### src/rtl/bcg_pkg.sv
// package: per-button state record, phase codes and register indexes
`default_nettype none
package bcg_pkg;

  // phase codes of the per-button machine
  localparam logic [2:0] PH_IDLE     = 3'd0;
  localparam logic [2:0] PH_DEBOUNCE = 3'd1;
  localparam logic [2:0] PH_PRESSED  = 3'd2;
  localparam logic [2:0] PH_RELEASE  = 3'd3;
  localparam logic [2:0] PH_WAIT2    = 3'd4;
  localparam logic [2:0] PH_LONG     = 3'd5;

  // configuration register indexes
  localparam logic [1:0] REG_DEBOUNCE   = 2'd0;
  localparam logic [1:0] REG_LONG_PRESS = 2'd1;
  localparam logic [1:0] REG_DBL_GAP    = 2'd2;
  localparam logic [1:0] REG_CLICK_MAX  = 2'd3;

  // configuration reset values
  localparam logic [15:0] DEBOUNCE_RST   = 16'd10;
  localparam logic [31:0] LONG_PRESS_RST = 32'd3000;
  localparam logic [15:0] DBL_GAP_RST    = 16'd181;
  localparam logic [27:0] CLICK_MAX_RST  = 28'h000007C;

  // one button's state as kept in the state memory
  typedef struct packed {
    logic [2:0]  phase;
    logic [31:0] start_time;
    logic [31:0] press_duration;
    logic [1:0]  click_count;
    logic        previous_pressed;
    logic        long_fired;
  } button_rec_t;

endpackage
`default_nettype wire

### src/rtl/bcg_in_if.sv
// interface: poll transaction channel
`default_nettype none
interface bcg_in_if;
  logic        valid;
  logic        ready;
  logic [3:0]  button_index;
  logic        pin_level;
  logic [31:0] time_ms;

  modport source (output valid, button_index, pin_level, time_ms, input ready);
  modport sink   (input valid, button_index, pin_level, time_ms, output ready);
endinterface
`default_nettype wire

### src/rtl/bcg_out_if.sv
// interface: gesture result transaction channel
`default_nettype none
interface bcg_out_if;
  logic valid;
  logic ready;
  logic pressed;
  logic click_event;
  logic double_click_event;
  logic long_press_event;

  modport source (output valid, pressed, click_event, double_click_event, long_press_event,
                  input ready);
  modport sink   (input valid, pressed, click_event, double_click_event, long_press_event,
                  output ready);
endinterface
`default_nettype wire

### src/rtl/bcg_ram.sv
// generic single-write, single-read ram with registered read data
`default_nettype none
module bcg_ram #(
  parameter int WIDTH = 8,
  parameter int DEPTH = 2
) (
  input  wire logic                                       clk,
  input  wire logic                                       we,
  input  wire logic [$clog2((DEPTH > 1) ? DEPTH : 2)-1:0] waddr,
  input  wire logic [WIDTH-1:0]                           wdata,
  input  wire logic                                       re,
  input  wire logic [$clog2((DEPTH > 1) ? DEPTH : 2)-1:0] raddr,
  output      logic [WIDTH-1:0]                           rdata
);
  logic [WIDTH-1:0] mem [DEPTH];

  // write port
  always_ff @(posedge clk) begin
    if (we) begin
      mem[waddr] <= wdata;
    end
  end

  // read port, old data on a same-address collision
  always_ff @(posedge clk) begin
    if (re) begin
      rdata <= mem[raddr];
    end
  end
endmodule
`default_nettype wire

### src/rtl/button_click_gesture_detector.sv
// top level: per-button click, double click and long press detector
//
//  channel   dir  handshake        payload
//  in_ch     in   valid / ready    button_index[3:0], pin_level, time_ms[31:0]
//  out_ch    out  valid / ready    pressed, click_event, double_click_event, long_press_event
//  cfg_*     in   cfg_we           cfg_index[1:0], cfg_wdata[31:0]
//
// one poll per cycle sustained while out_ch is ready; the accepting edge registers the poll
// and the state memory read; then, once the pipeline advances, the state is updated and
// written back and the result register is loaded; the last write is forwarded to a
// following poll of that button
// synchronous reset marks every button entry as untouched (reads as idle, all zero)
// a stalled result holds the pipeline; in_ch.ready follows out_ch.ready combinationally
// and is low during reset
`default_nettype none
module button_click_gesture_detector
  import bcg_pkg::*;
#(
  parameter int BUTTONS = 2
) (
  input  wire logic        clk,
  input  wire logic        rst_n,
  bcg_in_if.sink           in_ch,
  bcg_out_if.source        out_ch,
  input  wire logic        cfg_we,
  input  wire logic [1:0]  cfg_index,
  input  wire logic [31:0] cfg_wdata
);
  localparam int AW = (BUTTONS > 1) ? $clog2(BUTTONS) : 1;
  localparam int SW = $bits(button_rec_t);

  // configuration registers
  logic [15:0] debounce_r;
  logic [31:0] long_press_r;
  logic [15:0] dbl_gap_r;
  logic [27:0] click_max_r;

  always_ff @(posedge clk) begin
    if (!rst_n) begin
      debounce_r   <= DEBOUNCE_RST;
      long_press_r <= LONG_PRESS_RST;
      dbl_gap_r    <= DBL_GAP_RST;
      click_max_r  <= CLICK_MAX_RST;
    end else if (cfg_we) begin
      case (cfg_index)
        REG_DEBOUNCE:   debounce_r   <= cfg_wdata[15:0];
        REG_LONG_PRESS: long_press_r <= cfg_wdata;
        REG_DBL_GAP:    dbl_gap_r    <= cfg_wdata[15:0];
        REG_CLICK_MAX:  click_max_r  <= cfg_wdata[27:0];
        default: ;
      endcase
    end
  end

  // pipeline control
  logic advance;
  logic in_acc;
  logic out_valid_r;

  assign advance     = !out_valid_r || out_ch.ready;
  assign in_ch.ready = advance && rst_n;
  assign in_acc      = in_ch.valid && in_ch.ready;

  // read stage registers
  logic          s1_valid_r;
  logic          s1_inrange_r;
  logic [AW-1:0] s1_addr_r;
  logic          s1_pr_r;
  logic [31:0]   s1_now_r;

  always_ff @(posedge clk) begin
    if (!rst_n) begin
      s1_valid_r <= 1'b0;
    end else if (advance) begin
      s1_valid_r <= in_ch.valid;
    end
  end

  always_ff @(posedge clk) begin
    if (in_acc) begin
      s1_inrange_r <= ({1'b0, in_ch.button_index} < 5'(BUTTONS));
      s1_addr_r    <= in_ch.button_index[AW-1:0];
      s1_pr_r      <= !in_ch.pin_level;
      s1_now_r     <= in_ch.time_ms;
    end
  end

  // state memory
  logic               wr_en;
  button_rec_t        st_nxt;
  logic [SW-1:0]      ram_rdata;

  bcg_ram #(
    .WIDTH (SW),
    .DEPTH (BUTTONS)
  ) u_state_ram (
    .clk   (clk),
    .we    (wr_en),
    .waddr (s1_addr_r),
    .wdata (st_nxt),
    .re    (in_acc),
    .raddr (in_ch.button_index[AW-1:0]),
    .rdata (ram_rdata)
  );

  // entry written flags and last write for forwarding
  logic [BUTTONS-1:0] ent_valid_r;
  logic               lw_valid_r;
  logic [AW-1:0]      lw_addr_r;
  button_rec_t        lw_data_r;

  always_ff @(posedge clk) begin
    if (!rst_n) begin
      ent_valid_r <= '0;
      lw_valid_r  <= 1'b0;
    end else if (wr_en) begin
      ent_valid_r[s1_addr_r] <= 1'b1;
      lw_valid_r             <= 1'b1;
    end
  end

  always_ff @(posedge clk) begin
    if (wr_en) begin
      lw_addr_r <= s1_addr_r;
      lw_data_r <= st_nxt;
    end
  end

  // current state of the polled button
  button_rec_t st_cur;

  always_comb begin
    if (lw_valid_r && (lw_addr_r == s1_addr_r)) begin
      st_cur = lw_data_r;
    end else if (ent_valid_r[s1_addr_r]) begin
      st_cur = button_rec_t'(ram_rdata);
    end else begin
      st_cur = '0;
    end
  end

  // state update
  logic [31:0] elapsed;
  logic        short_press;
  logic        ev_click;
  logic        ev_double;
  logic        ev_long;
  logic        pr;
  logic        prev;

  assign pr          = s1_pr_r;
  assign prev        = st_cur.previous_pressed;
  assign elapsed     = s1_now_r - st_cur.start_time;
  assign short_press = (st_cur.press_duration[31:4] <= click_max_r);

  always_comb begin
    st_nxt    = st_cur;
    ev_click  = 1'b0;
    ev_double = 1'b0;
    ev_long   = 1'b0;
    case (st_cur.phase)
      PH_IDLE: begin
        if (pr && !prev) begin
          st_nxt.phase      = PH_DEBOUNCE;
          st_nxt.start_time = s1_now_r;
          st_nxt.long_fired = 1'b0;
        end
      end
      PH_DEBOUNCE: begin
        if (elapsed >= {16'd0, debounce_r}) begin
          if (pr) begin
            st_nxt.phase = PH_PRESSED;
            if (st_cur.click_count != 2'd3) begin
              st_nxt.click_count = st_cur.click_count + 2'd1;
            end
          end else begin
            st_nxt.phase = PH_IDLE;
          end
        end
      end
      PH_PRESSED: begin
        if (pr || !prev) begin
          if (!st_cur.long_fired && (elapsed >= long_press_r)) begin
            st_nxt.phase      = PH_LONG;
            st_nxt.long_fired = 1'b1;
            ev_long           = 1'b1;
          end
        end else begin
          st_nxt.phase          = PH_RELEASE;
          st_nxt.press_duration = elapsed;
          st_nxt.start_time     = s1_now_r;
        end
      end
      PH_RELEASE: begin
        if (elapsed >= {16'd0, debounce_r}) begin
          if (pr) begin
            st_nxt.phase = PH_PRESSED;
          end else if ((st_cur.click_count == 2'd1) && short_press) begin
            st_nxt.phase      = PH_WAIT2;
            st_nxt.start_time = s1_now_r;
          end else begin
            ev_double          = st_cur.click_count[1] && short_press;
            st_nxt.phase       = PH_IDLE;
            st_nxt.click_count = 2'd0;
          end
        end
      end
      PH_WAIT2: begin
        if (!pr || prev) begin
          if (elapsed >= {16'd0, dbl_gap_r}) begin
            ev_click           = (st_cur.click_count == 2'd1);
            st_nxt.phase       = PH_IDLE;
            st_nxt.click_count = 2'd0;
          end
        end else begin
          st_nxt.phase      = PH_DEBOUNCE;
          st_nxt.start_time = s1_now_r;
        end
      end
      PH_LONG: begin
        if (!pr && prev) begin
          st_nxt.phase          = PH_RELEASE;
          st_nxt.press_duration = elapsed;
          st_nxt.start_time     = s1_now_r;
        end
      end
      default: ;
    endcase
    st_nxt.previous_pressed = pr;
  end

  assign wr_en = s1_valid_r && s1_inrange_r && advance;

  // result register
  logic out_pressed_r;
  logic out_click_r;
  logic out_double_r;
  logic out_long_r;

  always_ff @(posedge clk) begin
    if (!rst_n) begin
      out_valid_r <= 1'b0;
    end else if (advance) begin
      out_valid_r <= s1_valid_r;
    end
  end

  always_ff @(posedge clk) begin
    if (advance && s1_valid_r) begin
      out_pressed_r <= s1_inrange_r && pr;
      out_click_r   <= s1_inrange_r && ev_click;
      out_double_r  <= s1_inrange_r && ev_double;
      out_long_r    <= s1_inrange_r && ev_long;
    end
  end

  assign out_ch.valid              = out_valid_r;
  assign out_ch.pressed            = out_pressed_r;
  assign out_ch.click_event        = out_click_r;
  assign out_ch.double_click_event = out_double_r;
  assign out_ch.long_press_event   = out_long_r;

endmodule
`default_nettype wire
### src/flat_wrapper.sv
// flat-port wrapper written by rule: the top's interface ports become plain ports
module button_click_gesture_detector_flat import bcg_pkg::*;
#(
  parameter int BUTTONS = 2
)
  (clk, rst_n, cfg_we, cfg_index, cfg_wdata, in_ch_valid, in_ch_button_index, in_ch_pin_level, in_ch_time_ms, in_ch_ready, out_ch_valid, out_ch_pressed, out_ch_click_event, out_ch_double_click_event, out_ch_long_press_event, out_ch_ready);
  bcg_in_if in_ch_i ();
  bcg_out_if out_ch_i ();
  input  wire logic clk;
  input  wire logic rst_n;
  input  wire logic cfg_we;
  input  wire logic [1:0] cfg_index;
  input  wire logic [31:0] cfg_wdata;
  input wire logic [$bits(in_ch_i.valid)-1:0] in_ch_valid;
  input wire logic [$bits(in_ch_i.button_index)-1:0] in_ch_button_index;
  input wire logic [$bits(in_ch_i.pin_level)-1:0] in_ch_pin_level;
  input wire logic [$bits(in_ch_i.time_ms)-1:0] in_ch_time_ms;
  output wire logic [$bits(in_ch_i.ready)-1:0] in_ch_ready;
  output wire logic [$bits(out_ch_i.valid)-1:0] out_ch_valid;
  output wire logic [$bits(out_ch_i.pressed)-1:0] out_ch_pressed;
  output wire logic [$bits(out_ch_i.click_event)-1:0] out_ch_click_event;
  output wire logic [$bits(out_ch_i.double_click_event)-1:0] out_ch_double_click_event;
  output wire logic [$bits(out_ch_i.long_press_event)-1:0] out_ch_long_press_event;
  input wire logic [$bits(out_ch_i.ready)-1:0] out_ch_ready;
  assign in_ch_i.valid = in_ch_valid;
  assign in_ch_i.button_index = in_ch_button_index;
  assign in_ch_i.pin_level = in_ch_pin_level;
  assign in_ch_i.time_ms = in_ch_time_ms;
  assign in_ch_ready = in_ch_i.ready;
  assign out_ch_valid = out_ch_i.valid;
  assign out_ch_pressed = out_ch_i.pressed;
  assign out_ch_click_event = out_ch_i.click_event;
  assign out_ch_double_click_event = out_ch_i.double_click_event;
  assign out_ch_long_press_event = out_ch_i.long_press_event;
  assign out_ch_i.ready = out_ch_ready;
  button_click_gesture_detector #(.BUTTONS(BUTTONS)) u_core (.clk(clk), .rst_n(rst_n), .in_ch(in_ch_i), .out_ch(out_ch_i), .cfg_we(cfg_we), .cfg_index(cfg_index), .cfg_wdata(cfg_wdata));
endmodule
### config.mk
export PLATFORM = sky130hd
export DESIGN_NAME = button_click_gesture_detector_flat
export DESIGN_NICKNAME = d
export VERILOG_FILES = /design/src/rtl/bcg_pkg.sv /design/src/rtl/bcg_in_if.sv /design/src/rtl/bcg_out_if.sv /design/src/rtl/bcg_ram.sv /design/src/rtl/button_click_gesture_detector.sv /design/src/flat_wrapper.sv
export SDC_FILE = /design/constraint.sdc
export NUM_CORES = 1
export LEC_CHECK = 0
export BUFFER_PORTS_ARGS = -buffer_cell sky130_fd_sc_hd__buf_2
export CAP_MARGIN = 10
export CORE_UTILIZATION = 48
export DETAILED_ROUTE_END_ITERATION = 10
export PLACE_DENSITY_LB_ADDON = 0.05
export SLEW_MARGIN = 20
export SYNTH_ARGS = -nofsm -noshare
export SYNTH_HDL_FRONTEND = slang
export SYNTH_SLANG_ARGS = --single-unit
### constraint.sdc
create_clock -name clk -period 17.5 [get_ports clk]
set_clock_uncertainty 0.1 [all_clocks]
set_input_delay 0.875 -clock clk [delete_from_list [all_inputs] [get_ports clk]]
set_output_delay 0.875 -clock clk [all_outputs]
set_load 0.01 [all_outputs]
==> results.toml, run 1 <==
[outcome]
status = "finished, final reports clean"

[logic_synthesis]
ys_seq_area_frac = 0.500
synth_top_area_share = 0.414
synth_cell_types = 88
syn_nets = 2378
synth_most_common_cell = "nand2_1"
yosys-top-cells-count = "336 x nand2_1, 308 x edfxtp_1, 145 x a21oi_1"
synth_flop_cell = "edfxtp_1"
synth_async_sr_flop_share = 0
ys_seq_elements = 405
synth.area.top_cells = "edfxtp_1 41%, dfxtp_1 8.7%, ha_1 6.5%"
syn_avg_cell_area_sq_um = 10.2
syn_area_sq_um = 22400
synth_enable_flop_cells = 308
synth_area_leader_cell = "edfxtp_1"
synthCells = 2185
yosys_warnings = 0

[grt]
grtUsageTotal = 0.276
grt_pass1_vias = 16509
antenna_found_initial = 0
overflow = 0
grt_pass1_wl_um = 98900
grt_max_degree = 70

[clock_network]
cts_inserted_buffers = 45
path_clk_slew_ns = 0.06
cts_tree = "yes"
post_cts_buffers = 0
cts_hold_buf = 0
clockBufferDepth = 3
clock-sinks = 405
ctsResizeCount = 0
clkLatencyLatePin_ns = 0.58
cts-root-buf = "clkbuf_16"
cts.htree.levels = 2

[floorplan]
die_y_um = 218
fp.dieArea_sq_um = 47500
core_region_area_sq_um = 45700
start_util = 0.490
rows = 78
io_pins = 82
die_w_um = 218

[place]
post-place-ws_ns = 9.56
port_buffers = 81
gp_congestion = 0.941
dp_hpwl_um = 42900
dpl.cell_count = 2766

[sta]
hold_viol = 0
min_period_ns = 8.03
fin_ws_ns = 9.47
setup_viol_count_final = 0
fmax_mhz = 125
tightestPinTransition_ns = 1.17
rsz0062_at_grt = "false"
min_period_over_period = 0.459
slew_headroom = 0.218
final.setup.tns_ns = 0
drv_slew = 0

[worst_setup_path]
worstPathCellList = "xnor2_2 > nand2_2 > buf_4 > and3_1 > a21oi_1 > ha_1 > a21o_1 > a21o_1 > maj3_1 > or2_2 > a21o_1 > a21oi_1 > xnor2_1 > ha_1 > nand4_1 > or4_1 > o21ai_0 > or4_2 > buf_4 > a31oi_1 > a2111oi_1"
cp.buffers_inverters = 2
startpoint = "u_core.s1_addr_r"
rr_startpoint = "u_core.s1_addr_r"
start_kind = "flop"
path_class = "flop to flop"
cp.depth = 21
arrival_ns = 8.22
r2r_cells = 21
critPathCaptureType = "flop"
cp_slowest_cell = "xnor2_2"
cp_max_fo = 52
crit_top_cell = "a21o_1"
cpPeakStageDelay_ns = 0.66
critical_path.top_delay_family = "compound AO/OA/AOI/OAI gates"
required_ns = 17.69

[routing]
num_vias = 17090
wl_per_cell_um = 22.9
drt_iter0_drc = 1423
antenna_left = 0
drc = 0
wirelength_um = 65200
firstDrtPassIters = 5
vias_per_cell = 6.00

[finish]
drive_gt1_frac = 0.152
diodes = 0
final_core_util = 0.540
area_delta_synth_final_pct = 10.4
final_cells = 2850
fin_nets = 2406

[min_path]
hp-class = "flop to flop"
hold_depth = 2
min_from = "u_core.long_press_r[1]"

[power_and_ir_drop]
leakage_uw = 0.00934
power-per-cell-area_nw_per_um2 = 94.1
ir_drop_uv = 76.9

[run]
drv_cap = 0
[layout make-up]
class                      instances  area, sq um
multi-input combinational       1511        10200
fill                            4068        21000
tap                              600          751
inverter                         141          529
clock inverter                    29          238
clock buffer                      55         1190
timing repair buffer             109          618
sequential                       405        11200
[power breakdown]
group | leakage, uW | internal [uW] | switching [uW]
Combinational | 0.00499 | 117 | 204
Clock | 0.000695 | 532 | 388
Sequential | 0.00366 | 1070 | 15.1
[routing by layer]
metal / GRT usage / wire length, um
met5: 0 / 0
met4: 0.107 / 2310
met3: 0.0296 / 3640
met2: 0.444 / 29900
met1: 0.381 / 29300
[stage by stage]
stage,hold slack (ns),instance area [sq um],power (uW)
after floorplan,0.341,22400,1320
after global placement,0.353,23200,1410
after detailed placement,0.357,23200,1420
after CTS,0.336,24700,2340
after global routing,0.342,24700,2410
final,0.364,24700,2320
[worst register-to-register path, cell delays in order, from the launching register on]
cell and delay [ns]:
edfxtp_1 0.50, xnor2_2 0.66, nand2_2 0.38, buf_4 0.48, and3_1 0.31, a21oi_1 0.30, ha_1 0.41, a21o_1 0.24
a21o_1 0.21, maj3_1 0.43, or2_2 0.32, a21o_1 0.16, a21oi_1 0.16, xnor2_1 0.16, ha_1 0.36, nand4_1 0.08
or4_1 0.50, o21ai_0 0.37, or4_2 0.20, buf_4 0.58, a31oi_1 0.20, a2111oi_1 0.62
[path summary, 6_finish.rpt]
| path | to | slack (ns) |
|---|---|---|
| worst min register to register | u_core.long_press_r[1] | 0.36 |
| worst min-delay path | u_core.long_press_r[1] | 0.36 |
| worst max register to register | u_core.lw_data_r[2] | 9.47 |
| worst max-delay path | u_core.lw_data_r[2] | 9.47 |
[state kept, by name, summed over array words and instances, names as in the netlist]
name / flops
u_core.s1_valid_r: 1
u_core.out_ch.click_event: 1
u_core.lw_addr_r: 1
u_core.u_state_ram.rdata: 67
u_core.ent_valid_r: 2
u_core.out_ch.pressed: 1
u_core.out_ch.long_press_event: 1
u_core.u_state_ram.mem: 134
u_core.lw_valid_r: 1
u_core.out_ch.valid: 1
u_core.dbl_gap_r: 16
u_core.debounce_r: 16
u_core.out_ch.double_click_event: 1
u_core.pr: 1
u_core.s1_now_r: 32
u_core.long_press_r: 32
u_core.lw_data_r: 67
u_core.click_max_r: 28
u_core.s1_addr_r: 1
u_core.s1_inrange_r: 1
[cell families (layout without fill, tap and decap cells)]
| kind of cell | Yosys count | in the layout | synth area share |
|---|---|---|---|
| AOI/OAI and AO/OA | 604 | 604 | 0.196 |
| xor gates and xnor gates | 29 | 29 | 0.0117 |
| adders and majority gates | 121 | 121 | 0.0674 |
| buffers and inverters | 269 | 334 | 0.0486 |
| DFF | 405 | 405 | 0.500 |
| muxes | 70 | 70 | 0.0353 |
| and+or+nand+nor | 687 | 687 | 0.140 |
[cell usage in the layout, fill, tap and decap left out, drive strengths merged, types with 5 or more instances in the layout]
cell type,n
nand2,337
edfxtp,308
a21oi,173
inv,143
nor2,129
ha,117
buf,109
dfxtp,97
a21boi,80
o21ai,70
mux2,68
clkbuf,55
nand3,53
and3,45
a31oi,40
o211ai,40
a21o,38
a311oi,31
a22o,24
clkinv,23
o22ai,22
and2,22
xnor2,19
nor2b,18
nand4,18
a211oi,17
nor3,14
nand2b,13
xor2,10
and4,10
a2111oi,10
a221oi,10
o21a,9
nor4,8
o21bai,7
a41oi,5
No activity file was read; power rests on OpenSTA's default activity.
==> run 2: changes to the inputs <==
==> constraint.sdc (replaced) <==
create_clock -name clk -period 8 [get_ports clk]
set_clock_uncertainty 0.1 [all_clocks]
set_input_delay 0.4 -clock clk [delete_from_list [all_inputs] [get_ports clk]]
set_output_delay 0.4 -clock clk [all_outputs]
set_load 0.01 [all_outputs]
==> run 2 against run 1 <==
Net effect:
- largest cell class unchanged
- die area stayed put
- final area is 3.1% higher
- highest routed layer unchanged
- hold slack worse by 0.34 ns
- first-iteration DRC count is 4.8% lower
- clock-buffer cell count is 3 lower
- worst setup slack worse by 8.7 ns
- sequential share of layout area is 1.4 points lower
==> results.toml, run 2 (same netlist as run 1, synthesis figures left out) <==
[outcome]
status = "finished, final reports clean"

[worst_setup_path]
r2r_slack_ns = 0.73
cp_max_fo = 36
required_ns = 8.21
r2r-end = "u_core.u_state_ram.mem[1][2]"
rr_startpoint = "u_core.s1_addr_r"
arrival_ns = 7.47
r2r_cells = 22
start_kind = "flop"
critPathCaptureType = "flop"
path_class = "flop to flop"

[finish]
regMostFlops = "u_core.u_state_ram.mem"
multi_input_area_sq_um = 10200
seqCellArea_sq_um = 11200
fin_nets = 2476
reg.largest.list = "u_core.u_state_ram.mem (134), u_core.lw_data_r (67), u_core.u_state_ram.rdata (67)"
final_common_cell = "nand2_1"
drive_gt1_frac = 0.154
largest_reg_flops = 134
nFillCells = 4022
area_delta_synth_final_pct = 13.8
diodes = 0
stdcell_area_sq_um = 25400
layout_common_cells = "334 x nand2_1, 308 x edfxtp_1, 143 x a21oi_1, 140 x inv_1, 125 x nor2_1"

[sta]
final.setup.tns_ns = 0
fmax_mhz = 138
tightestPinTransition_ns = 1.08
min_period_ns = 7.27
slew_headroom = 0.281
rsz0062_at_grt = "false"
hold_viol = 0
setup_viol_count_final = 0
drv_slew = 0
min_period_over_period = 0.908
fin_ws_ns = 0.734

[floorplan]
core_region_area_sq_um = 45700
fp.dieArea_sq_um = 47500
start_util = 0.490
rows = 78
die_w_um = 218
io_pins = 82
die_y_um = 218

[power_and_ir_drop]
power.share.switching = 0.261
combPwrFrac = 0.139
power-per-cell-area_nw_per_um2 = 206
ir_drop_uv = 180
clock_power_share = 0.410
leakage_uw = 0.00968
switching_power_uw = 1370
power.internal_uw = 3880
pwr-share-seq = 0.451

[place]
post-place-ws_ns = 0.822
gp_congestion = 0.930
place_area_sq_um = 23300
dp_hpwl_um = 43200
port_buffers = 81

[grt]
grt_max_degree = 98
grt_pass1_vias = 16981
antenna_found_initial = 0
overflow = 0
grtUsageTotal = 0.280
grt_pass1_wl_um = 101000

[clock_network]
ctsResizeCount = 0
post_cts_buffers = 0
cts-root-buf = "clkbuf_16"
cts_tree = "yes"
path_clk_slew_ns = 0.06
cts.htree.levels = 2
clockBufferDepth = 3
clkLatencyLatePin_ns = 0.59
clock-sinks = 405
cts_inserted_buffers = 46

[routing]
firstDrtPassIters = 7
vias_per_cell = 5.95
num_vias = 17362
wirelength_um = 65900
antenna_left = 0
wl_per_cell_um = 22.6
drc = 0
drt_iter0_drc = 1355

[min_path]
hold_depth = 3
whs_endpoint = "u_core.long_press_r[2]"
min_from = "cfg_wdata[2]"
hp-class = "input port to flop"

[run]
drv_cap = 0
[run 2: cell count changes in the layout (fill, tap and decap cells not counted), moves of 2 or more]
cell,change
bufinv_16,+3
buf_4,+8
dlygate4sd3_1,+61
clkinv_2,+5
clkinv_1,-7
clkbuf_1,-3
clkinvlp_2,+2
[run 2: routing by layer]
layer	share of wire	global-route usage	vias up
li1	-	-	8202
met4	0.031	0.101	0
met1	0.44	0.381	8479
met3	0.053	0.0310	117
met2	0.47	0.459	564
met5	0	0	-
[run 2: how the worst max path moves through the flow]
stage	cells after the start	endpoint	slack, ns	start
final	22	u_core.u_state_ram.mem[1][2]	0.73	u_core.s1_addr_r
after global placement	23	u_core.u_state_ram.mem[0][2]	0.90	u_core.s1_addr_r
after global routing	23	u_core.u_state_ram.mem[0][2]	0.26	u_core.lw_valid_r
after floorplan	24	u_core.lw_data_r[2]	1.85	u_core.s1_addr_r
after detailed placement	23	u_core.u_state_ram.mem[1][2]	0.82	u_core.lw_valid_r
after CTS	23	u_core.u_state_ram.mem[1][2]	0.79	u_core.s1_addr_r
[run 2: stage by stage]
stage	total power (uW)	hold slack [ns]	instances	utilization
2_1_floorplan	2880	0.341	2185	-
3_3_place_gp	3090	0.353	2774	0.510
3_5_place_dp	3110	0.355	2774	0.510
4_1_cts	5280	0.0000390	2919	0.557
5_1_grt	5440	0.0283	2919	0.557
6_report	5250	0.0206	2919	0.557
[run 2: repair_timing]
item,CTS,global route
endpoints found under the setup margin,0,0
endpoints found under the hold margin,87,0
hold buffers,61,0
[run 2: final cells by class]
cell class	instances	area share
timing repair buffer	178	0.0506
inverter	141	0.0208
clock inverter	32	0.0129
tap	600	0.0295
clock buffer	52	0.0470
sequential	405	0.440
multi-input combinational	1511	0.399
[run 2: critical path, stage by stage, from the launching register on]
cell	delay, ns
edfxtp_1	0.51
xnor2_2	0.25
nand2_2	0.37
and3_1	0.33
a21oi_1	0.26
inv_1	0.10
ha_1	0.22
nand2b_1	0.20
a41oi_2	0.25
o211ai_1	0.16
a311oi_1	0.45
buf_4	0.20
o21ai_1	0.12
nand2_1	0.15
xor2_1	0.53
ha_1	0.31
nor2_1	0.07
or4_1	0.51
o21ai_0	0.36
or4_2	0.20
buf_4	0.58
a31oi_1	0.18
a2111oi_1	0.57
[run 2: power groups by stage]
stage / combinational [uW] / clock, uW / sequential, uW
2_1_floorplan: 482 / 0 / 2400
3_3_place_gp: 682 / 0 / 2410
3_5_place_dp: 697 / 0 / 2410
4_1_cts: 725 / 2190 / 2370
5_1_grt: 805 / 2260 / 2370
6_report: 729 / 2150 / 2370
